### config.mk
export PLATFORM = sky130hd
export DESIGN_NAME = framed_pose_record_parser_top_flat
export DESIGN_NICKNAME = d
export VERILOG_FILES = /design/src/sv/fpr_pkg.sv /design/src/sv/fpr_if.sv /design/src/sv/fpr_cell.sv /design/src/sv/fpr_seq.sv /design/src/sv/framed_pose_record_parser_top.sv /design/src/flat_wrapper.sv
export SDC_FILE = /design/constraint.sdc
export NUM_CORES = 1
export LEC_CHECK = 0
export BUFFER_PORTS_ARGS = -buffer_cell sky130_fd_sc_hd__buf_4
export CORE_ASPECT_RATIO = 0.7
export CORE_UTILIZATION = 41
export CTS_CLUSTER_DIAMETER = 30
export DETAILED_ROUTE_END_ITERATION = 12
export SYNTH_ARGS = -nofsm -noshare
export SYNTH_HDL_FRONTEND = slang
export SYNTH_SLANG_ARGS = --single-unit
### constraint.sdc
create_clock -name clk -period 7.4 [get_ports clk]
set_clock_uncertainty 0.15 [all_clocks]
set_input_delay 1.48 -clock clk [delete_from_list [all_inputs] [get_ports clk]]
set_output_delay 1.48 -clock clk [all_outputs]
set_load 0.01 [all_outputs]
### src/sv/fpr_pkg.sv
// fpr_pkg: shared types and constants of the framed pose record parser
// no dependencies; compile first

package fpr_pkg;

  // frame layout
  localparam int PAYLOAD_BYTES = 24;
  localparam int WORD_BYTES    = 4;
  localparam int WORD_COUNT    = PAYLOAD_BYTES / WORD_BYTES;
  localparam int INDEX_W       = $clog2(PAYLOAD_BYTES);

  // delimiter bytes
  localparam logic [7:0] HDR_CR = 8'h0D;
  localparam logic [7:0] HDR_LF = 8'h0A;

  typedef logic [7:0]  byte_t;
  typedef logic [31:0] word_t;

  // sequencer to datapath controls
  typedef struct packed {
    logic shift;      // move the received byte into the cell chain
    logic emit;       // trailer complete: capture the record
    logic at_last;    // waiting for the final trailer byte
  } seq_ctl_t;

endpackage

### src/sv/fpr_if.sv
// fpr_if: valid/ready channel interfaces for received bytes and pose records
// depends on fpr_pkg

interface fpr_byte_if;
  import fpr_pkg::*;

  logic  valid;
  logic  ready;
  byte_t rx_byte;

  modport source (output valid, output rx_byte, input ready);
  modport sink   (input valid, input rx_byte, output ready);
endinterface

interface fpr_pose_if;
  import fpr_pkg::*;

  logic  valid;
  logic  ready;
  word_t yaw_bits;
  word_t pitch_bits;
  word_t roll_bits;
  word_t pos_x_bits;
  word_t pos_y_bits;
  word_t yaw_rate_bits;

  modport source (output valid, output yaw_bits, output pitch_bits, output roll_bits,
                  output pos_x_bits, output pos_y_bits, output yaw_rate_bits, input ready);
  modport sink   (input valid, input yaw_bits, input pitch_bits, input roll_bits,
                  input pos_x_bits, input pos_y_bits, input yaw_rate_bits, output ready);
endinterface

### src/sv/fpr_cell.sv
// fpr_cell: one byte cell of the payload chain, loads from its upstream neighbor on shift
// depends on fpr_pkg

module fpr_cell (
  input  logic          clk,
  input  logic          shift,
  input  fpr_pkg::byte_t d,
  output fpr_pkg::byte_t q
);
  import fpr_pkg::*;

  byte_t data;

  // payload holding register, no reset needed
  always_ff @(posedge clk) begin
    if (shift) begin
      data <= d;
    end
  end

  assign q = data;

endmodule

### src/sv/fpr_seq.sv
// fpr_seq: frame sequencer, hunts header, counts payload bytes, checks trailer
// depends on fpr_pkg

module fpr_seq (
  input  logic             clk,
  input  logic             rst,
  input  logic             accept,
  input  fpr_pkg::byte_t   rx_byte,
  output fpr_pkg::seq_ctl_t ctl
);
  import fpr_pkg::*;

  typedef enum logic [2:0] {
    PH_HUNT,
    PH_LF,
    PH_PAYLOAD,
    PH_TR_LF,
    PH_TR_CR
  } phase_t;

  phase_t               phase;
  logic [INDEX_W-1:0]   byte_index;

  // phase and payload counter
  always_ff @(posedge clk) begin
    if (rst) begin
      phase      <= PH_HUNT;
      byte_index <= '0;
    end else if (accept) begin
      unique case (phase)
        PH_HUNT: begin
          if (rx_byte == HDR_CR) phase <= PH_LF;
        end
        PH_LF: begin
          if (rx_byte == HDR_LF) begin
            phase      <= PH_PAYLOAD;
            byte_index <= '0;
          end else if (rx_byte != HDR_CR) begin
            phase <= PH_HUNT;
          end
        end
        PH_PAYLOAD: begin
          if (byte_index == INDEX_W'(PAYLOAD_BYTES - 1)) begin
            phase      <= PH_TR_LF;
            byte_index <= '0;
          end else begin
            byte_index <= byte_index + 1'b1;
          end
        end
        PH_TR_LF: begin
          phase <= (rx_byte == HDR_LF) ? PH_TR_CR : PH_HUNT;
        end
        PH_TR_CR: begin
          phase <= PH_HUNT;
        end
        default: begin
          phase <= PH_HUNT;
        end
      endcase
    end
  end

  // controls to the chain and output stage
  always_comb begin
    ctl.shift   = accept && (phase == PH_PAYLOAD);
    ctl.emit    = accept && (phase == PH_TR_CR) && (rx_byte == HDR_CR);
    ctl.at_last = (phase == PH_TR_CR);
  end

endmodule

### src/sv/framed_pose_record_parser_top.sv
// framed pose record parser, top level: sequencer, payload cell chain, output register
// depends on fpr_pkg, fpr_if, fpr_cell, fpr_seq
//
// Usage:
//   byte_in carries one received byte per word (rx_byte). A frame is 0x0D 0x0A,
//   24 payload bytes, 0x0A 0x0D; extra 0x0D bytes before the header 0x0A are skipped
//   and any wrong delimiter byte restarts the header hunt.
//   pose_out carries one word per complete frame: six 32-bit fields, each taken
//   little-endian from four payload bytes, passed on as raw float bit patterns.
// Throughput: one byte per cycle unless stalled. Payload bytes shift through a row of
//   24 byte cells, one cell step per accepted byte, so the chain never holds up input.
// Output: the record appears on pose_out in the cycle after the final trailer byte
//   is accepted, held in an output register.
// Stall: while a record waits in the output register, bytes keep flowing; only the
//   final trailer byte of the next frame is held off until the record is taken.
// Reset (rst, synchronous): back to header hunt, output register empty.

module framed_pose_record_parser_top (
  input  logic              clk,
  input  logic              rst,
  fpr_byte_if.sink          byte_in,
  fpr_pose_if.source        pose_out
);
  import fpr_pkg::*;

  seq_ctl_t ctl;
  logic     accept;
  byte_t    chain [PAYLOAD_BYTES + 1];
  word_t    words [WORD_COUNT];
  word_t    rec   [WORD_COUNT];
  logic     rec_valid;

  // a byte is held only when it is the final trailer byte and the output is full and not being taken
  assign byte_in.ready = !ctl.at_last || !rec_valid || pose_out.ready;
  assign accept        = byte_in.valid && byte_in.ready;

  fpr_seq u_seq (
    .clk     (clk),
    .rst     (rst),
    .accept  (accept),
    .rx_byte (byte_in.rx_byte),
    .ctl     (ctl)
  );

  // payload chain: newest byte enters at cell 0, payload byte 0 ends at the far end
  assign chain[0] = byte_in.rx_byte;

  for (genvar i = 0; i < PAYLOAD_BYTES; i++) begin : g_cell
    fpr_cell u_cell (
      .clk   (clk),
      .shift (ctl.shift),
      .d     (chain[i]),
      .q     (chain[i + 1])
    );
  end

  // assemble little-endian words from the chain taps
  always_comb begin
    for (int j = 0; j < WORD_COUNT; j++) begin
      for (int b = 0; b < WORD_BYTES; b++) begin
        words[j][8*b +: 8] = chain[PAYLOAD_BYTES - (WORD_BYTES * j + b)];
      end
    end
  end

  // output register
  always_ff @(posedge clk) begin
    if (rst) begin
      rec_valid <= 1'b0;
    end else if (ctl.emit) begin
      rec_valid <= 1'b1;
    end else if (pose_out.ready) begin
      rec_valid <= 1'b0;
    end
  end

  always_ff @(posedge clk) begin
    if (ctl.emit) begin
      rec <= words;
    end
  end

  assign pose_out.valid         = rec_valid;
  assign pose_out.yaw_bits      = rec[0];
  assign pose_out.pitch_bits    = rec[1];
  assign pose_out.roll_bits     = rec[2];
  assign pose_out.pos_x_bits    = rec[3];
  assign pose_out.pos_y_bits    = rec[4];
  assign pose_out.yaw_rate_bits = rec[5];

endmodule

### src/flat_wrapper.sv
// flat-port wrapper written by rule: the top's interface ports become plain ports
module framed_pose_record_parser_top_flat import fpr_pkg::*;
  (clk, rst, byte_in_valid, byte_in_rx_byte, byte_in_ready, pose_out_valid, pose_out_yaw_bits, pose_out_pitch_bits, pose_out_roll_bits, pose_out_pos_x_bits, pose_out_pos_y_bits, pose_out_yaw_rate_bits, pose_out_ready);
  fpr_byte_if byte_in_i ();
  fpr_pose_if pose_out_i ();
  input  logic clk;
  input  logic rst;
  input wire logic [$bits(byte_in_i.valid)-1:0] byte_in_valid;
  input wire logic [$bits(byte_in_i.rx_byte)-1:0] byte_in_rx_byte;
  output wire logic [$bits(byte_in_i.ready)-1:0] byte_in_ready;
  output wire logic [$bits(pose_out_i.valid)-1:0] pose_out_valid;
  output wire logic [$bits(pose_out_i.yaw_bits)-1:0] pose_out_yaw_bits;
  output wire logic [$bits(pose_out_i.pitch_bits)-1:0] pose_out_pitch_bits;
  output wire logic [$bits(pose_out_i.roll_bits)-1:0] pose_out_roll_bits;
  output wire logic [$bits(pose_out_i.pos_x_bits)-1:0] pose_out_pos_x_bits;
  output wire logic [$bits(pose_out_i.pos_y_bits)-1:0] pose_out_pos_y_bits;
  output wire logic [$bits(pose_out_i.yaw_rate_bits)-1:0] pose_out_yaw_rate_bits;
  input wire logic [$bits(pose_out_i.ready)-1:0] pose_out_ready;
  assign byte_in_i.valid = byte_in_valid;
  assign byte_in_i.rx_byte = byte_in_rx_byte;
  assign byte_in_ready = byte_in_i.ready;
  assign pose_out_valid = pose_out_i.valid;
  assign pose_out_yaw_bits = pose_out_i.yaw_bits;
  assign pose_out_pitch_bits = pose_out_i.pitch_bits;
  assign pose_out_roll_bits = pose_out_i.roll_bits;
  assign pose_out_pos_x_bits = pose_out_i.pos_x_bits;
  assign pose_out_pos_y_bits = pose_out_i.pos_y_bits;
  assign pose_out_yaw_rate_bits = pose_out_i.yaw_rate_bits;
  assign pose_out_i.ready = pose_out_ready;
  framed_pose_record_parser_top u_core (.clk(clk), .rst(rst), .byte_in(byte_in_i), .pose_out(pose_out_i));
endmodule
* Yosys cells after proc, flatten, opt, wreduce, memory -nomap -nowiden *
Index checks and enable logic that the tools add are counted.
W data, S select, Z words.

storage, ports and cells
  output and inout port bits = 194
  logic and storage cells = 70
  input bits = 12
  register bits after elaboration = 393

operators by class
  equal/unequal tests = 12
  multiplexer cells = 11
  reductions and logical operators = 13
  $add $sub $neg = 1

operators with widths
  kind                   number
  $eq A8 B4 Y1 const B   2
  $mux W3                5
  $pmux W3 S4            1
  $mux W5                2
  $pmux W5 S2            1
  $ne A8 B4 Y1 const B   1
  $eq A3 B2 Y1 const B   2
  $ne A2 B2 Y1 const B   3
  $add A5 B1 Y5 const B  1
  $eq A5 B5 Y1 const B   1
  $logic_and A1 B1 Y1    4
  $reduce_and A4 Y1      1
  $reduce_bool A2 Y1     2
  $eq A3 B1 Y1 const B   1
  $eq A3 B3 Y1 const B   1
  $logic_not A3 Y1       1
  $ne A3 B3 Y1 const B   1
  $reduce_and A3 Y1      1
  $logic_not A1 Y1       2
  $logic_or A1 B1 Y1     2
  $mux W1                2

* Logic depth before layout (Yosys ltp) *
  depth in word-level cells = 8
  mapped depth = 6

* Hierarchy *
From an unflattened synthesis, not the netlist that was laid out.

unflattened totals
  cell total of the unflattened synthesis = 452
  area, all modules = 12159.2 um^2

modules (own cells, without submodules)
  module                         area an instance (um^2)  instances  cells an instance
  framed_pose_record_parser_top  5826.8                   1          198
  fpr_cell                       240.2                    24         8
  fpr_seq                        566.8                    1          62

* Worst setup path after synthesis *
No wires, ideal clock.

  kind = input-to-reg
  start point = in byte_in_rx_byte[7]
  end point = reg u_core.rec, in the netlist u_core.pose_out.pitch_bits[0], enable pin
  slack = 0.553 ns
  data arrival time = 6.153 ns
  stages on the path = 4
  setup time = 0.544 ns
  data required time = 6.706 ns
  cells stage by stage = nor4_1 > nand4b_1 > or3_1 > inv_1

RTL lines
  element               line                                 text
  from (decl)           flat_wrapper.sv:9                    input wire logic [$bits(byte_in_i.rx_byte)-1:0] byte_in_rx_byte;
  to (signal assigned)  framed_pose_record_parser_top.sv:79  rec <= words;
  to (decl)             framed_pose_record_parser_top.sv:30  word_t rec [WORD_COUNT];

==> out/qor.csv <==
stage;metric;value;unit
clock_tree;CTS tree;yes;
finish;layout cells sized above 1;39.7;%
die;IO Pins;206;
setup_path;CP Launch Type;primary input;
placement;IO buf count;205;
yosys;post-synth top area cell;edfxtp_1;
setup_path;Crit path largest cell delay;0.53;ns
setup_path;worst r2r path cells;5;
pwr;Switching Share;19.2;%
yosys;mean post-synth cell area;26.9;µm²
timing;max_slew headroom;38.3;%
clock_tree;Num CTS Buffers;53;
finish;n_diodes;0;
setup_path;crit path kind;primary input to flip-flop;
pwr;Peak VDD IR;0.000170;V
detailed_routing;DR vias;5141;
detailed_routing;starting DRC count in detailed routing;348;
yosys;Synth Net Count;463;
clock_tree;latest clock arrival within the worst-skew pair;0.56;ns
setup_path;Critical Path Sink;u_core.pose_out.yaw_rate_bits[8];
finish;Final Instance Count excl. Fillers;1132;
setup_path;Critical R2R Launch;u_core.u_seq.phase[1];
finish;Layout area overhead;31.7;%
clock_tree;clk slew on worst S/H paths;0.06;ns
die;Die Area;30200;µm²
setup_path;CP Max Fanout;100;
pwr;Net Sw Power;0.957;mW
detailed_routing;DRT Pass-1 Iters;6;
finish;post-layout util;55.0;%
detailed_routing;vias per cell;4.54;
die;FP Rows;52;
timing;RSZ-0062 raised after global routing;no;
hold_path;Hold Path Class;flip-flop to flip-flop;
setup_path;Slowest cell on crit path;or3_1;
placement;placed cells;1033;
grt;GRT Total Usage;13.1;%
placement;placed inst area;14100;µm²
clock_tree;Root Buffer;clkbuf_16;
timing;Hold Vio Cnt, Final;0;
clock_tree;# resized after CTS;0;
detailed_routing;Routed Antenna Nets;0;
yosys;Yosys top cell area share;95.4;%
yosys;synthesized area;12100;µm²
detailed_routing;WL per Instance;17.2;µm
clock_tree;H-Tree Depth;2;
placement;Placement Setup Slack;2.88;ns
yosys;Synth area leaders;edfxtp_1 (95%), dfxtp_1 (1.5%), a21oi_1 (0.29%);
clock_tree;Max clock buf depth;3;
detailed_routing;# DRC;0;
finish;most frequent cells in the layout;edfxtp_1 (384), buf_4 (205), clkbuf_16 (53);
grt;total gr overflow;0;
grt;antenna violations before repair;0;
timing;Tcrit/Tclk final;53.6;%
yosys;register area share after synthesis;96.9;%
pwr;Reg power frac;49.4;%
timing;Worst Tran Pin Value;0.925;ns
timing;WHS;0.269;ns
timing;Setup WS post-layout;3.43;ns
timing;setup_tns;0;ns
finish;nets;723;
yosys;Cell variety after synth;36;
setup_path;crit path from;byte_in_rx_byte[7];
timing;Final Max Tran Viols;0;
die;die height;146;µm
outcome;status;finished clean;
clock_tree;CTS Sinks;393;
finish;Final Cell Area;15900;µm²
finish;commonest non-fill, non-tap cell in the layout;edfxtp_1;
pwr;Pleak;5.57;nW
yosys;FF+latch count, synth;393;
setup_path;CP Data Required Time;7.43;ns
yosys;Synth Warn #;0;
die;Initial Utilization;41.7;%
die;core region area;29000;µm²
detailed_routing;Post-Route WL;19500;µm
setup_path;CP Capture Type;flip-flop;
pwr;Cell Pwr Density;313;nW/µm²
grt;vias in the first global route;5456;
pwr;Comb pwr share;0.6;%
setup_path;Worst R2R End;u_core.u_seq.byte_index[4];
timing;endpoints failing setup;0;
yosys;synthesized instance count;450;
clock_tree;Post-CTS Hold Buffers;0;
hold_path;Hold Path Depth;0;
placement;GP Congestion;0.764;
pwr;part of the power in the clock network;50.0;%
setup_path;CP Cell Sequence;buf_4 > nor4_1 > nand4b_1 > or3_1 > inv_8 > buf_12;
pwr;total power;4.98;mW
timing;crit path time final;3.97;ns
finish;fillcell total;2233;
setup_path;reg2reg setup slack;4.17;ns
grt;largest net degree at the start of global routing;153;
setup_path;Arr. time, crit path;4.00;ns
placement;HPWL Detailed;11300;µm
pwr;internal power;4.03;mW
flow_run;max_cap viols;0;
timing;FMAX;0.252;GHz
grt;first-pass GRT wire length;30700;µm
die;Die X-Extent;207;µm
clock_tree;Post-CTS Setup Inserts;0;
[state kept, by name, indices dropped and copies added, names as in the netlist]
signal	cells
u_core.pose_out.pitch_bits	32
u_core.g_cell.u_cell.q	192
u_core.pose_out.yaw_bits	32
u_core.pose_out.pos_y_bits	32
u_core.u_seq.byte_index	5
u_core.pose_out.yaw_rate_bits	32
u_core.pose_out.pos_x_bits	32
u_core.pose_out.valid	1
u_core.u_seq.phase	3
u_core.pose_out.roll_bits	32
[cell type report]
type | instances | area (µm²) | area share (%)
clock inverters | 44 | 458 | 2.88
well taps | 378 | 473 | 2.97
inverters | 4 | 22.5 | 0.141
flip-flops and latches | 393 | 11700 | 73.6
repair buffers | 207 | 1580 | 9.92
clock buffers | 55 | 1330 | 8.38
multi-input cells | 51 | 344 | 2.16
[layer usage]
metal	wire (µm)	track usage [%]	vias up	share of wire (%)
met1	8780	17.6	2543	45
met3	1580	5.42	38	8.1
met2	8730	19.1	186	45
met4	359	5.00	0	1.8
met5	0	0	-	0
li1	-	-	2374	-
[cell families (layout without fill, tap and decap cells)]
group	Yosys count	count (layout)	share of synthesized area [%]
fa+ha+maj	1	1	0.104
buf+inv	6	310	0.248
compound gates	18	18	1.03
mux	1	1	0.0828
flops	393	393	96.9
xor+xnor	1	1	0.0725
simple gates	30	30	1.56
[synth_stat cells]
| library cell | instances |
|---|---|
| a21o_1 | 1 |
| a21oi_1 | 7 |
| a22o_1 | 1 |
| a311oi_1 | 1 |
| a31oi_1 | 1 |
| a32o_1 | 1 |
| a41oi_1 | 1 |
| and2_1 | 1 |
| and3b_1 | 1 |
| and4b_1 | 1 |
| buf_6 | 1 |
| clkbuf_1 | 1 |
| dfxtp_1 | 9 |
| edfxtp_1 | 384 |
| ha_1 | 1 |
| inv_1 | 4 |
| mux2i_1 | 1 |
| nand2_1 | 5 |
| nand2b_1 | 3 |
| nand3_1 | 3 |
| nand4_1 | 1 |
| nand4b_1 | 1 |
| nor2_1 | 2 |
| nor2_8 | 1 |
| nor3_1 | 3 |
| nor4_1 | 2 |
| o211a_1 | 1 |
| o211ai_1 | 1 |
| o21ai_0 | 1 |
| o22a_1 | 1 |
| o31ai_1 | 1 |
| or2_0 | 1 |
| or3_1 | 3 |
| or3b_1 | 1 |
| or4_1 | 1 |
| xor2_1 | 1 |
[power by group through the flow]
stage / combinational [mW] / clock (mW) / sequential [mW]
final: 0.0296 / 2.49 / 2.46
after global routing: 0.0327 / 2.65 / 2.47
after CTS: 0.0305 / 2.56 / 2.46
after detailed placement: 0.0307 / 0 / 2.51
after global placement: 0.0289 / 0 / 2.51
after floorplan: 0.0179 / 0 / 2.50
[critical path: cells and delay by family]
kind          cells  cell delay (ns)
simple gates      3             1.19
buf+inv           3             1.04
[worst min-delay path by stage]
stage	to	slack, ns	start
after floorplan	u_core.pose_out.yaw_bits[0]	0.25	u_core.g_cell[23].u_cell.q[0]
after global placement	u_core.pose_out.yaw_bits[6]	0.25	u_core.g_cell[23].u_cell.q[6]
after detailed placement	u_core.pose_out.yaw_bits[4]	0.26	u_core.g_cell[23].u_cell.q[4]
after CTS	u_core.pose_out.yaw_bits[4]	0.27	u_core.g_cell[23].u_cell.q[4]
after global routing	u_core.pose_out.yaw_bits[4]	0.28	u_core.g_cell[23].u_cell.q[4]
final	u_core.pose_out.yaw_bits[4]	0.27	u_core.g_cell[23].u_cell.q[4]
(Power assumes the default switching activity.)
